File: config.mk
export PLATFORM = sky130hd
export DESIGN_NAME = intruder_alarm_controller
export DESIGN_NICKNAME = d
export VERILOG_FILES = /design/src/rtl/core/iac_pkg.sv /design/src/rtl/core/intruder_alarm_controller.sv /design/src/rtl/core/iac_fsm.sv
export SDC_FILE = /design/constraint.sdc
export NUM_CORES = 1
export LEC_CHECK = 0
export ABC_AREA = 1
export BUFFER_PORTS_ARGS = -buffer_cell sky130_fd_sc_hd__buf_2
export CORE_UTILIZATION = 60
export DETAILED_ROUTE_END_ITERATION = 6
export PLACE_DENSITY_LB_ADDON = 0.3
export SLEW_MARGIN = 20
export SYNTH_ARGS = -nofsm -noshare
export SYNTH_HDL_FRONTEND = slang
export SYNTH_SLANG_ARGS = --single-unit
export TNS_END_PERCENT = 10
File: constraint.sdc
create_clock -name clock -period 7.5 [get_ports clock]
set_input_delay 0.75 -clock clock [delete_from_list [all_inputs] [get_ports clock]]
set_output_delay 0.75 -clock clock [all_outputs]
set_load 0.01 [all_outputs]
File: src/rtl/core/iac_pkg.sv
// Types, mode codes and counter helpers for the intruder alarm controller.
// No dependencies; used by the top level, iac_fsm and iac_checker.
package iac_pkg;

   localparam int CounterWidth = 8;
   localparam int LimWidth     = (CounterWidth > 8) ? CounterWidth : 8;
   localparam logic [LimWidth-1:0] CountMax = LimWidth'((1 << CounterWidth) - 1);

   localparam logic [2:0] MODE_OFF    = 3'd0;
   localparam logic [2:0] MODE_ARMING = 3'd1;
   localparam logic [2:0] MODE_ARMED  = 3'd2;
   localparam logic [2:0] MODE_TRIG   = 3'd3;
   localparam logic [2:0] MODE_SOUND  = 3'd4;

   localparam logic [2:0] PAT_DARK  = 3'b000;
   localparam logic [2:0] PAT_LED1  = 3'b001;
   localparam logic [2:0] PAT_LED2  = 3'b010;
   localparam logic [2:0] PAT_BOTH  = 3'b011;
   localparam logic [2:0] PAT_BUZZ  = 3'b100;
   localparam logic [2:0] PAT_ALL   = 3'b111;

   localparam logic [2:0] REG_OFF_HOLDOFF  = 3'd0;
   localparam logic [2:0] REG_ARM_HALF     = 3'd1;
   localparam logic [2:0] REG_ARM_CYCLES   = 3'd2;
   localparam logic [2:0] REG_WARN_GAP     = 3'd3;
   localparam logic [2:0] REG_WARN_FLASH   = 3'd4;
   localparam logic [2:0] REG_WARN_CYCLES  = 3'd5;
   localparam logic [2:0] REG_SOUND_HALF   = 3'd6;

   typedef struct packed {
      logic [7:0] off_holdoff_ticks;
      logic [7:0] arm_half_period;
      logic [3:0] arm_cycles;
      logic [7:0] warn_gap_ticks;
      logic [7:0] warn_flash_ticks;
      logic [3:0] warn_cycles;
      logic [7:0] sound_half_period;
   } cfg_type;

   typedef struct packed {
      logic [2:0]              mode;
      logic [CounterWidth-1:0] tick_count;
      logic [3:0]              cycle_count;
      logic                    phase;
      logic [2:0]              led_pattern;
   } state_type;

   typedef struct packed {
      logic [2:0] mode_code;
      logic       notify_pulse;
      logic       buzzer_on;
      logic       led_two;
      logic       led_one;
   } result_type;

   typedef struct packed {
      logic                    done;
      logic [CounterWidth-1:0] tick_count;
   } count_type;

   function automatic logic [LimWidth-1:0] period_limit(input logic [7:0] len);
      logic [LimWidth-1:0] v;
      v = LimWidth'(len);
      if (v == '0) begin
         v = LimWidth'(1);
      end
      if (v > CountMax) begin
         v = CountMax;
      end
      return v;
   endfunction

   function automatic count_type count_tick(input logic [CounterWidth-1:0] tick,
                                            input logic [7:0] len);
      count_type r;
      logic [LimWidth-1:0] t;
      t = LimWidth'(tick);
      if (t < CountMax) begin
         t = t + LimWidth'(1);
      end
      r.done = (t >= period_limit(len));
      r.tick_count = r.done ? '0 : CounterWidth'(t);
      return r;
   endfunction

   function automatic logic [3:0] cycle_limit(input logic [3:0] v);
      return (v == 4'd0) ? 4'd1 : v;
   endfunction

endpackage

File: src/rtl/core/intruder_alarm_controller.sv
// Intruder alarm controller, top level: stream ports, settings registers,
// mode state and a two-entry result buffer. Depends on iac_pkg and iac_fsm.
//
// One beat per 0.1 s tick goes in and exactly one result beat comes out. A tick
// beat is taken in every cycle while the buffer has room: the mode machine is a
// single pass of logic into the state and result registers; its result is
// registered into the output register, or into the skid stage behind it while
// an earlier result waits, so req_tready drops only when two results wait;
// req_tready does not depend on rsp_tready. Settings writes take effect at the
// next tick and should be made while no result is outstanding.
module intruder_alarm_controller (
   input  logic       clock,
   input  logic       reset,
   input  logic       req_tvalid,
   output logic       req_tready,
   input  logic [7:0] req_tdata,   // [0] switch_pressed, [1] motion_seen, [7:2] zero
   output logic       rsp_tvalid,
   input  logic       rsp_tready,
   output logic [7:0] rsp_tdata,   // [0] led_one, [1] led_two, [2] buzzer_on,
                                   // [3] notify_pulse, [6:4] mode_code, [7] zero
   input  logic       csr_we,
   input  logic [2:0] csr_index,
   input  logic [7:0] csr_wdata
);
   import iac_pkg::*;

   cfg_type    cfg_ff;
   state_type  state_ff;
   state_type  state_in;
   result_type result_in;
   result_type out_ff;
   result_type skid_ff;
   logic       out_valid_ff;
   logic       skid_valid_ff;
   logic       accept;
   logic       drain;

   iac_fsm u_iac_fsm (
      .cur_state      (state_ff),
      .cfg            (cfg_ff),
      .switch_pressed (req_tdata[0]),
      .motion_seen    (req_tdata[1]),
      .nxt_state      (state_in),
      .result         (result_in)
   );

   assign req_tready = !skid_valid_ff;
   assign accept     = req_tvalid && req_tready;
   assign drain      = out_valid_ff && rsp_tready;
   assign rsp_tvalid = out_valid_ff;
   assign rsp_tdata  = {1'b0, out_ff};

   always_ff @(posedge clock) begin
      if (reset) begin
         cfg_ff <= '{off_holdoff_ticks: 8'd10, arm_half_period: 8'd10, arm_cycles: 4'd5,
                     warn_gap_ticks: 8'd20, warn_flash_ticks: 8'd1, warn_cycles: 4'd5,
                     sound_half_period: 8'd20};
      end else if (csr_we) begin
         unique case (csr_index)
            REG_OFF_HOLDOFF: cfg_ff.off_holdoff_ticks <= csr_wdata;
            REG_ARM_HALF:    cfg_ff.arm_half_period   <= csr_wdata;
            REG_ARM_CYCLES:  cfg_ff.arm_cycles        <= csr_wdata[3:0];
            REG_WARN_GAP:    cfg_ff.warn_gap_ticks    <= csr_wdata;
            REG_WARN_FLASH:  cfg_ff.warn_flash_ticks  <= csr_wdata;
            REG_WARN_CYCLES: cfg_ff.warn_cycles       <= csr_wdata[3:0];
            REG_SOUND_HALF:  cfg_ff.sound_half_period <= csr_wdata;
            default: begin
            end
         endcase
      end
   end

   always_ff @(posedge clock) begin
      if (reset) begin
         state_ff <= '{mode: MODE_OFF, tick_count: '0, cycle_count: '0,
                       phase: 1'b0, led_pattern: PAT_LED1};
      end else if (accept) begin
         state_ff <= state_in;
      end
   end

   always_ff @(posedge clock) begin
      if (reset) begin
         out_valid_ff  <= 1'b0;
         skid_valid_ff <= 1'b0;
      end else if (drain) begin
         if (skid_valid_ff) begin
            out_ff        <= skid_ff;
            skid_valid_ff <= 1'b0;
         end else if (accept) begin
            out_ff <= result_in;
         end else begin
            out_valid_ff <= 1'b0;
         end
      end else if (accept) begin
         if (out_valid_ff) begin
            skid_ff       <= result_in;
            skid_valid_ff <= 1'b1;
         end else begin
            out_ff       <= result_in;
            out_valid_ff <= 1'b1;
         end
      end
   end

endmodule

File: src/rtl/core/iac_fsm.sv
// Next-state and result logic of the alarm mode machine for one tick.
// Depends on iac_pkg.
module iac_fsm (
   input  iac_pkg::state_type  cur_state,
   input  iac_pkg::cfg_type    cfg,
   input  logic                switch_pressed,
   input  logic                motion_seen,
   output iac_pkg::state_type  nxt_state,
   output iac_pkg::result_type result
);
   import iac_pkg::*;

   state_type s;
   count_type cnt;
   logic      notify;

   always_comb begin
      s      = cur_state;
      notify = 1'b0;
      cnt    = '{done: 1'b0, tick_count: '0};
      unique case (cur_state.mode)
         MODE_OFF: begin
            if (LimWidth'(cur_state.tick_count) < LimWidth'(cfg.off_holdoff_ticks) &&
                LimWidth'(cur_state.tick_count) < CountMax) begin
               s.tick_count = cur_state.tick_count + CounterWidth'(1);
            end else if (switch_pressed) begin
               s = '{mode: MODE_ARMING, tick_count: '0, cycle_count: '0,
                     phase: 1'b0, led_pattern: PAT_LED1};
            end
         end
         MODE_ARMING: begin
            cnt = count_tick(cur_state.tick_count, cfg.arm_half_period);
            s.tick_count = cnt.tick_count;
            if (cnt.done) begin
               if (!cur_state.phase) begin
                  s.phase       = 1'b1;
                  s.led_pattern = PAT_DARK;
               end else begin
                  s.phase       = 1'b0;
                  s.led_pattern = PAT_LED1;
                  s.cycle_count = cur_state.cycle_count + 4'd1;
                  if (s.cycle_count >= cycle_limit(cfg.arm_cycles)) begin
                     s = '{mode: MODE_ARMED, tick_count: '0, cycle_count: '0,
                           phase: 1'b0, led_pattern: PAT_LED2};
                  end
               end
            end
         end
         MODE_ARMED: begin
            if (switch_pressed) begin
               s = '{mode: MODE_OFF, tick_count: '0, cycle_count: '0,
                     phase: 1'b0, led_pattern: PAT_LED1};
            end else if (motion_seen) begin
               s = '{mode: MODE_TRIG, tick_count: '0, cycle_count: '0,
                     phase: 1'b0, led_pattern: PAT_DARK};
            end
         end
         MODE_TRIG: begin
            if (switch_pressed) begin
               s = '{mode: MODE_OFF, tick_count: '0, cycle_count: '0,
                     phase: 1'b0, led_pattern: PAT_LED1};
            end else if (!cur_state.phase) begin
               cnt = count_tick(cur_state.tick_count, cfg.warn_gap_ticks);
               s.tick_count = cnt.tick_count;
               if (cnt.done) begin
                  s.phase       = 1'b1;
                  s.led_pattern = PAT_BOTH;
               end
            end else begin
               cnt = count_tick(cur_state.tick_count, cfg.warn_flash_ticks);
               s.tick_count = cnt.tick_count;
               if (cnt.done) begin
                  s.phase       = 1'b0;
                  s.led_pattern = PAT_DARK;
                  s.cycle_count = cur_state.cycle_count + 4'd1;
                  if (s.cycle_count >= cycle_limit(cfg.warn_cycles)) begin
                     s = '{mode: MODE_SOUND, tick_count: '0, cycle_count: '0,
                           phase: 1'b0, led_pattern: PAT_ALL};
                     notify = 1'b1;
                  end
               end
            end
         end
         MODE_SOUND: begin
            if (switch_pressed) begin
               s = '{mode: MODE_OFF, tick_count: '0, cycle_count: '0,
                     phase: 1'b0, led_pattern: PAT_LED1};
            end else begin
               cnt = count_tick(cur_state.tick_count, cfg.sound_half_period);
               s.tick_count = cnt.tick_count;
               if (cnt.done) begin
                  s.phase       = !cur_state.phase;
                  s.led_pattern = s.phase ? PAT_BUZZ : PAT_ALL;
               end
            end
         end
         default: begin
            s = '{mode: MODE_OFF, tick_count: '0, cycle_count: '0,
                  phase: 1'b0, led_pattern: PAT_LED1};
         end
      endcase
   end

   assign nxt_state           = s;
   assign result.led_one      = s.led_pattern[0];
   assign result.led_two      = s.led_pattern[1];
   assign result.buzzer_on    = s.led_pattern[2];
   assign result.notify_pulse = notify;
   assign result.mode_code    = s.mode;

endmodule

==> out/qor.txt, run 1 <==
status - completed
Yosys cell types - 44
largest net degree at the start of global routing - 49
Setup TNS - 0 ps
Mapped Nets - 771
drt via density - 5.56
Final ANT Viol Nets - 0
Max FO, Critical Path - 7
first-pass GRT wire length - 20.4 mm
worst vdd ir - 0.146 mV
sequential-to-total area share from yosys stat - 0.354
Min-Delay Path Class - flip-flop to flip-flop
vias - 4,668
element type at the critical path end - flip-flop
routability congestion estimate - 0.862
register bit total from synthesis - 83
# nets final - 794
CTS tree - yes
core footprint - 8220 um^2
Worst R2R End - rsp_tdata[0]
post-CTS sizing - 0
Hold Path End - cfg_ff[44]
Worst-Margin Slew - 833 ps
crit share post-route - 0.503
path type of the worst setup path - flip-flop to flip-flop
cts hold-fix bufs - 0
Routed Wire Length - 12.2 mm
final hold vios - 0
P&R area growth vs syn - 7.93%
number of buffers created by CTS - 9
WL/cell - 14.6 um
H-tree depth - 3
Worst Min Path Start - cfg_ff[44]
row count - 33
static leakage - 2.76 nW
Worst EP arrival - 3900 ps
Final HPWL DP - 8.99 mm
required time of the critical path - 7630 ps
Worst-path clk slew - 80 ps
Mean Syn Cell Area - 7.20 um^2
most common cell after layout, fill and taps aside - nand2_1
FF-to-FF path depth - 24
max-cap violations - 0
Sink Count - 83
vias in the first global route - 4,361
Clk Latency, worst-skew pair - 380 ps
ant diodes - 0
max_slew headroom - 0.443
die width - 94.0 um
Hold Path Cell Cnt - 2
RSZ-0062 raised after global routing - false
Yosys warnings - 0
Die ar. - 8840 um^2
initial antenna violation count - 0
GRT Overall Usage - 0.302
startpoint types - flip-flop
final setup violation count - 0
Clock Tree Root - clkbuf_8
hold_ws - 461 ps
Port Buf Inserts - 26
Tmin final - 3770 ps
Fin Clk Skew - 12.5 ps
final design utilization - 0.668
mapped cell area - 5080 um^2
Die Height - 94.0 um
share of cells above drive strength 1 - 0.101
Post-Syn Instances - 706
Overflow after GRT - 0
maximum clock insertion buffer count - 2
# DRC - 0
reg2reg setup slack - 3730 ps
number of DRC markers in iteration 0 - 319
initial core utilization - 0.619
Final Slew Violations - 0
num ports - 34
reg2reg start - state_ff[9]
postcts setup bufs - 0
most frequent cells in the layout - nand2_1 (143), inv_1 (130), dfxtp_1 (69)
Cell Pwr Density - 178 nW/um^2
Pre-antenna DRT Iters - 5
upper clock frequency limit - 265 MHz
==> synthesized netlist by cell type (all sizes together) <==
library cell    n  share of area
a21boi          4         0.0059
a221oi          1         0.0017
nor2           52          0.045
ha             41           0.10
clkinv          1        0.00074
nor3            2         0.0020
edfxtp         14          0.083
or2             2         0.0025
a31o            2         0.0034
dfxtp          69           0.27
buf             2         0.0022
a21o            2         0.0030
xnor2           4         0.0069
nand3          43          0.052
a211oi          1         0.0015
o21bai          3         0.0044
nand4          12          0.015
o21ai          53          0.052
o41ai           1         0.0017
xor2            1         0.0017
nor4            3         0.0037
mux2i           2         0.0039
inv           133          0.098
conb            1        0.00074
a22oi           1         0.0015
a21oi          69          0.071
a41o            3         0.0059
o211ai         11          0.016
a31oi           1         0.0012
o21a            5         0.0074
clkbuf         13         0.0096
nand2         154           0.12
==> cell type report <==
| type | instances | area (um^2) |
|---|---|---|
| flip-flops and latches | 83 | 1800 |
| inverters | 134 | 503 |
| multi-input cells | 474 | 2720 |
| fillers | 721 | 2730 |
| clock buffers | 10 | 128 |
| well taps | 105 | 131 |
| clock inverters | 6 | 66.3 |
| repair buffers | 27 | 138 |
==> registers in the layout (all words and copies together) (netlist names) <==
name,cells
cfg_ff,48
rsp_tdata,7
rsp_tvalid,1
skid_ff,7
skid_valid_ff,1
state_ff,19
==> routing by layer <==
metal	global-route usage	wire length, um
met1	0.384	5560
met2	0.501	5640
met3	0.0461	643
met4	0.138	384
met5	0	0
==> worst max-delay path, cell delays in order, from the launching register on <==
cell	delay [ps]
dfxtp_1	410
ha_1	210
nand2_2	100
nor2_8	180
nand2_4	110
xor2_1	670
ha_1	350
o21ai_0	220
nand2_1	70
nand2_1	60
nand2_1	50
nand2_1	90
nand2_1	50
nand2_1	50
nand2_1	40
nand2_1	150
nand2_1	140
nand2_1	90
nand3_1	70
nand2_1	60
inv_1	30
nor2_1	80
nand2_1	100
nand2_1	80
nand2_1	50
==> how the worst max path moves through the flow <==
stage / start / end / slack [ps]
6_report: state_ff[9] / rsp_tdata[0] / 3730
5_1_grt: state_ff[9] / rsp_tdata[0] / 3290
4_1_cts: state_ff[8] / rsp_tdata[0] / 3810
3_5_place_dp: state_ff[8] / rsp_tdata[0] / 3840
3_3_place_gp: state_ff[9] / rsp_tdata[0] / 3880
2_1_floorplan: state_ff[9] / rsp_tdata[0] / 4620
==> power by group <==
group | switching (W) | leakage [nW] | internal [W] | total (W)
registers | 0.0000109 | 0.691 | 0.000473 | 0.000484
logic | 0.000115 | 1.98 | 0.0000535 | 0.000169
clock network | 0.000171 | 0.0901 | 0.000154 | 0.000325
total | 0.000297 | 2.76 | 0.000681 | 0.000978
==> through the flow <==
stage / instance area (um^2) / power, W / setup slack, ps / instances
2_1_floorplan: 5080 / 0.000612 / 4620 / 706
5_1_grt: 5490 / 0.00102 / 3290 / 839
6_report: 5490 / 0.000978 / 3730 / 839
3_5_place_dp: 5290 / 0.000661 / 3840 / 823
3_3_place_gp: 5290 / 0.000652 / 3880 / 823
4_1_cts: 5490 / 0.000976 / 3810 / 839
==> cell families after synthesis <==
family	count (synthesis)	share of synthesized area
AND/OR/NAND/NOR	268	0.244
other	1	0.000738
buffers and inverters	149	0.111
adder cells (fa/ha/maj)	41	0.101
flip-flops	83	0.354
multiplexers	2	0.00394
XOR/XNOR	5	0.00861
AO/OA/AOI/OAI	157	0.177
Power figures use the tool's default switching activity.
==> run 2, diff against run 1 <==
CORE_UTILIZATION = 55   (was 60)
clock period = 3.2 ns   (was 7.5 ns; I/O delays follow)
==> run 2 against run 1 <==
The flow now finishes with violations (design-rule violations). Sequential power up 140%. Die area up 8.9%. Flip-flop and latch count unchanged. Power up 140%. Clock power up 140%. Wire length up 0.11%. Design area up 4.4%. Critical path depth down 4. Register-to-register slack worse by 3600 ps. Via count up 1.4%. Clock skew down 2.9 ps. Critical path type unchanged. Largest cell class unchanged.
==> out/qor.txt, run 2 (synthesized netlist as in run 1, its figures left out) <==
Worst-Margin Slew - 669 ps
switch share - 0.304
Final HPWL DP - 9.17 mm
Cell Pwr Density - 406 nW/um^2
P&R area growth vs syn - 12.7%
drt via density - 5.46
maximum clock insertion buffer count - 2
first-pass GRT wire length - 20.9 mm
status - complete, but fails checks
Worst EP arrival - 3150 ps
max-cap violations - 0
fin area - 5730 um^2
largest net degree at the start of global routing - 49
share of cells above drive strength 1 - 0.146
startpoint types - flip-flop
reg2reg setup slack - 180 ps
Max FO, Critical Path - 4
worst vdd ir - 0.273 mV
failing checks - design-rule violations
max reg flops - 48
Reg power frac - 0.488
path type of the worst setup path - flip-flop to flip-flop
Comb pwr share - 0.181
Pre-antenna DRT Iters - 7
ant diodes - 0
Final Slew Violations - 0
final setup violation count - 0
GRT Overall Usage - 0.271
element type at the critical path end - flip-flop
number of DRC markers in iteration 0 - 274
Final ANT Viol Nets - 0
core footprint - 8850 um^2
placed insts - 851
Die ar. - 9630 um^2
Fin Clk Skew - 9.59 ps
Top reg by flops - cfg_ff
vias in the first global route - 4,618
Non-Filler Instances - 867
# DRC - 4
initial core utilization - 0.575
WL/cell - 14.1 um
Clock power frac - 0.332
H-tree depth - 3
initial antenna violation count - 0
Regs by FF count - cfg_ff: 48 flops, state_ff: 19 flops
static leakage - 2.90 nW
max_slew headroom - 0.554
RSZ-0062 raised after global routing - true
most frequent cells in the layout - nand2_1 (140), inv_1 (130), dfxtp_1 (66)
required time of the critical path - 3330 ps
reg2reg start - state_ff[9]
Sink Count - 83
Routed Wire Length - 12.2 mm
Min-Delay Path Class - primary input to flip-flop
number of buffers created by CTS - 9
upper clock frequency limit - 331 MHz
Clk Latency, worst-skew pair - 370 ps
row count - 34
most common cell after layout, fill and taps aside - nand2_1
Overflow after GRT - 0
Clock Tree Root - clkbuf_8
Critical path origin - state_ff[9]
Port Buf Inserts - 26
CTS tree - yes
Worst-path clk slew - 90 ps
FF-to-FF path depth - 20
routability congestion estimate - 0.946
# nets final - 819
num ports - 34
Tmin final - 3020 ps
final hold vios - 0
crit share post-route - 0.944
P_int - 0.00162 W
Worst R2R End - rsp_tdata[4]
P_sw - 0.000707 W
Die Height - 98.1 um
dpl cell area - 5480 um^2
die width - 98.1 um
vias - 4,732
critical path endpoint - rsp_tdata[4]
## run 2: cell types whose count changed in the layout (fill, tap and decap cells not counted), sizes merged
cell / previous run / this run
buf: 27 / 52
clkbuf: 10 / 9
clkinv: 4 / 2
clkinvlp: 2 / 4
inv: 133 / 134
## run 2: what timing repair did
action / CTS / global route
hold endpoints to repair: 0 / 0
setup buffers: 0 / 0
hold buffers: 0 / 0
endpoints found under the setup margin: 0 / 23
gates resized for setup: 0 / 16
## run 2: cell type report
cell class,count,area [um^2]
multi-input cells,474,2760
fillers,786,3120
clock buffers,9,124
clock inverters,7,77.6
inverters,134,503
flip-flops and latches,83,1810
repair buffers,52,325
well taps,108,135
## run 2: worst min-delay path by stage
stage	startpoint	end	slack, ps	cells after the start
after floorplan	cfg_ff[20]	cfg_ff[20]	430	2
after global placement	cfg_ff[20]	cfg_ff[20]	440	2
after detailed placement	cfg_ff[20]	cfg_ff[20]	450	2
after CTS	rsp_tready	skid_valid_ff	280	4
after global routing	rsp_tready	skid_valid_ff	300	4
final	rsp_tready	skid_valid_ff	290	4
## run 2: power groups by stage
stage / combinational, W / clock (W) / sequential [W]
2_1_floorplan: 0.000281 / 0 / 0.00115
3_3_place_gp: 0.000394 / 0 / 0.00116
3_5_place_dp: 0.000409 / 0 / 0.00116
4_1_cts: 0.000412 / 0.000784 / 0.00113
5_1_grt: 0.000480 / 0.000821 / 0.00114
6_report: 0.000420 / 0.000772 / 0.00114
## run 2: stage by stage
stage	hold WS, ps	utilization	TNS (ps)	setup WS [ps]	power [W]
after floorplan	429	-	0	324	0.00144
after global placement	443	0.620	0	234	0.00155
after detailed placement	447	0.620	0	145	0.00157
after CTS	282	0.643	0	116	0.00233
after global routing	299	0.647	-43.8	-24.9	0.00244
final	287	0.647	0	178	0.00233
## run 2: metal layers
layer | part of all wire | global-route usage | up-vias
li1 | - | - | 2403
met1 | 0.46 | 0.348 | 2171
met2 | 0.48 | 0.471 | 135
met3 | 0.045 | 0.0379 | 23
met4 | 0.019 | 0.0850 | 0
met5 | 0 | 0 | -
## run 2: worst max-delay path, cell delays in order, from the launching register on
cell and delay, ps:
dfxtp_2 360, buf_4 130, nand3_1 120, nor2_2 180, nand2_1 110, nor2_1 150
xnor2_1 150, nand2_1 120, ha_1 330, nand3_1 70, a21oi_1 120, nand3_1 90
nand3_2 110, nand2_2 100, inv_2 90, nand2_4 60, buf_4 130, nand3_2 80
nand3_2 90, mux2i_1 150, inv_1 50
==> run 3, diff against run 2 <==
CORE_MARGIN = 2   (was default)
==> run 3 against run 2 <==
The flow now finishes without violations. Sequential share of layout area decreased by 0.41 points. Fmax increased by 0.41%. Die area increased by 4.1%. Clock skew about the same. Worst hold slack improved by 25 ps. Global-route usage decreased by 1.2 points. Critical path depth increased by 4. Cell count unchanged. Via count increased by 1.5%. Combinational power increased by 9.8%. Sequential power about the same. Critical path type unchanged. Largest power group unchanged. Highest routed layer unchanged.
==> out/qor.txt, run 3 (synthesized netlist as in run 1, its figures left out) <==
dpl cell area - 5370 um^2
initial antenna violation count - 0
Final Slew Violations - 0
Clock power frac - 0.317
CTS tree - yes
max-cap violations - 0
routability congestion estimate - 0.948
row count - 35
num ports - 34
hold_ws - 311 ps
# nets final - 817
number of buffers created by CTS - 9
most frequent cells in the layout - nand2_1 (137), inv_1 (130), dfxtp_1 (66)
number of DRC markers in iteration 0 - 254
Final ANT Viol Nets - 0
path type of the worst setup path - flip-flop to flip-flop
share of cells above drive strength 1 - 0.155
Port Buf Inserts - 26
Comb pwr share - 0.197
Fin Clk Skew - 9.67 ps
required time of the critical path - 3320 ps
Critical Path Most Common Cell - nand2_1
fillers - 781
largest net degree at the start of global routing - 49
Min-Delay Path Class - primary input to flip-flop
P_sw - 0.000706 W
upper clock frequency limit - 332 MHz
element type at the critical path end - flip-flop
startpoint types - flip-flop
P_int - 0.00163 W
max_slew headroom - 0.584
Die Height - 100 um
Worst-path clk slew - 90 ps
CP max stage cell - dfxtp_2
Die ar. - 10,000 um^2
Clock Tree Root - clkbuf_8
vias in the first global route - 4,423
Routed Wire Length - 12.7 mm
WL/cell - 14.6 um
Top reg by flops - cfg_ff
Tmin final - 3010 ps
Pre-antenna DRT Iters - 5
Final HPWL DP - 8.95 mm
static leakage - 2.90 nW
fin area - 5800 um^2
Clk Latency, worst-skew pair - 360 ps
switch share - 0.302
# DRC - 0
core footprint - 9110 um^2
vias - 4,803
worst vdd ir - 0.247 mV
final hold vios - 0
first-pass GRT wire length - 20.4 mm
GRT Overall Usage - 0.259
max reg flops - 48
delay of the slowest critical-path stage - 360 ps
CP Cell Sequence - ha_4 -> nand2_4 -> nor2_8 -> nand2_8 -> xor2_4 -> buf_6 -> ha_1 -> inv_1 -> nand2_1 -> nand2_1 -> nand2_1 -> nand2_1 -> nand2_1 -> nand2_1 -> nand2_1 -> nand3_2 -> nand3_4 -> nand2_4 -> inv_4 -> nand2_4 -> nand3_2 -> nand3_2 -> mux2i_1 -> inv_1
Sink Count - 83
Worst EP arrival - 3130 ps
initial core utilization - 0.558
most common cell after layout, fill and taps aside - nand2_1
die width - 100 um
Setup TNS - 0 ps
crit share post-route - 0.940
ant diodes - 0
Overflow after GRT - 0
Worst-Margin Slew - 624 ps
final setup violation count - 0
drt via density - 5.54
Reg power frac - 0.485
H-tree depth - 3
P&R area growth vs syn - 14.2%
Regs by FF count - cfg_ff: 48 flops, state_ff: 19 flops
Cell Pwr Density - 403 nW/um^2
Max FO, Critical Path - 7
status - completed
maximum clock insertion buffer count - 2
[run 3: path summary, 6_finish.rpt]
check	start	to	slack [ps]	cells after the start
max	state_ff[9]	rsp_tdata[5]	190	24
min	csr_wdata[4]	cfg_ff[24]	310	3
max reg2reg	state_ff[9]	rsp_tdata[5]	190	24
min reg2reg	cfg_ff[47]	cfg_ff[47]	470	2
[run 3: area by class of cell]
cell class                 count  area [um^2]  area share
sequential                    83         1810       0.311
clock inverter                 5         56.3     0.00970
inverter                     134          505      0.0871
timing repair buffer          50          318      0.0548
tap                          111          139      0.0239
clock buffer                  10          128      0.0220
multi-input combinational    474         2850       0.491
[run 3: power by group through the flow]
stage               clock network (W)  logic [W]  registers, W
global route                 0.000790   0.000522       0.00114
CTS                          0.000745   0.000407       0.00113
floorplan                           0   0.000281       0.00115
detailed placement                  0   0.000402       0.00116
finish                       0.000742   0.000461       0.00114
global placement                    0   0.000385       0.00116
[run 3: routing by layer]
| layer | part of all wire | track usage | vias up |
|---|---|---|---|
| li1 | - | - | 2399 |
| met1 | 0.43 | 0.326 | 2185 |
| met2 | 0.48 | 0.436 | 186 |
| met3 | 0.069 | 0.0397 | 33 |
| met4 | 0.028 | 0.120 | 0 |
| met5 | 0 | 0 | - |
[run 3: worst max-delay path, delay by kind of cell (launching register included)]
kind / cells / cell delay, ps
buf+inv: 4 / 300
fa+ha+maj: 2 / 410
mux: 1 / 160
simple gates: 16 / 1360
xor+xnor: 1 / 170
flops: 1 / 360
[run 3: what timing repair did]
| action | 4_1_cts | 5_1_grt |
|---|---|---|
| setup buffers | 0 | 14 |
| gates cloned | 0 | 0 |
| pin swaps | 0 | 21 |
| setup endpoints to repair | 2 | 32 |
| hold buffers | 0 | 0 |
| resized for setup | 1 | 32 |
| hold endpoints to repair | 0 | 0 |
[run 3: stage by stage]
step           instances  setup WS, ps  utilization  power (W)
5_1_grt              867         -50.1        0.637    0.00245
3_5_place_dp         838        -0.117        0.589    0.00156
3_3_place_gp         838          94.0        0.589    0.00154
6_report             867           191        0.637    0.00234
2_1_floorplan        706           324            -    0.00144
4_1_cts              853          14.8        0.609    0.00228
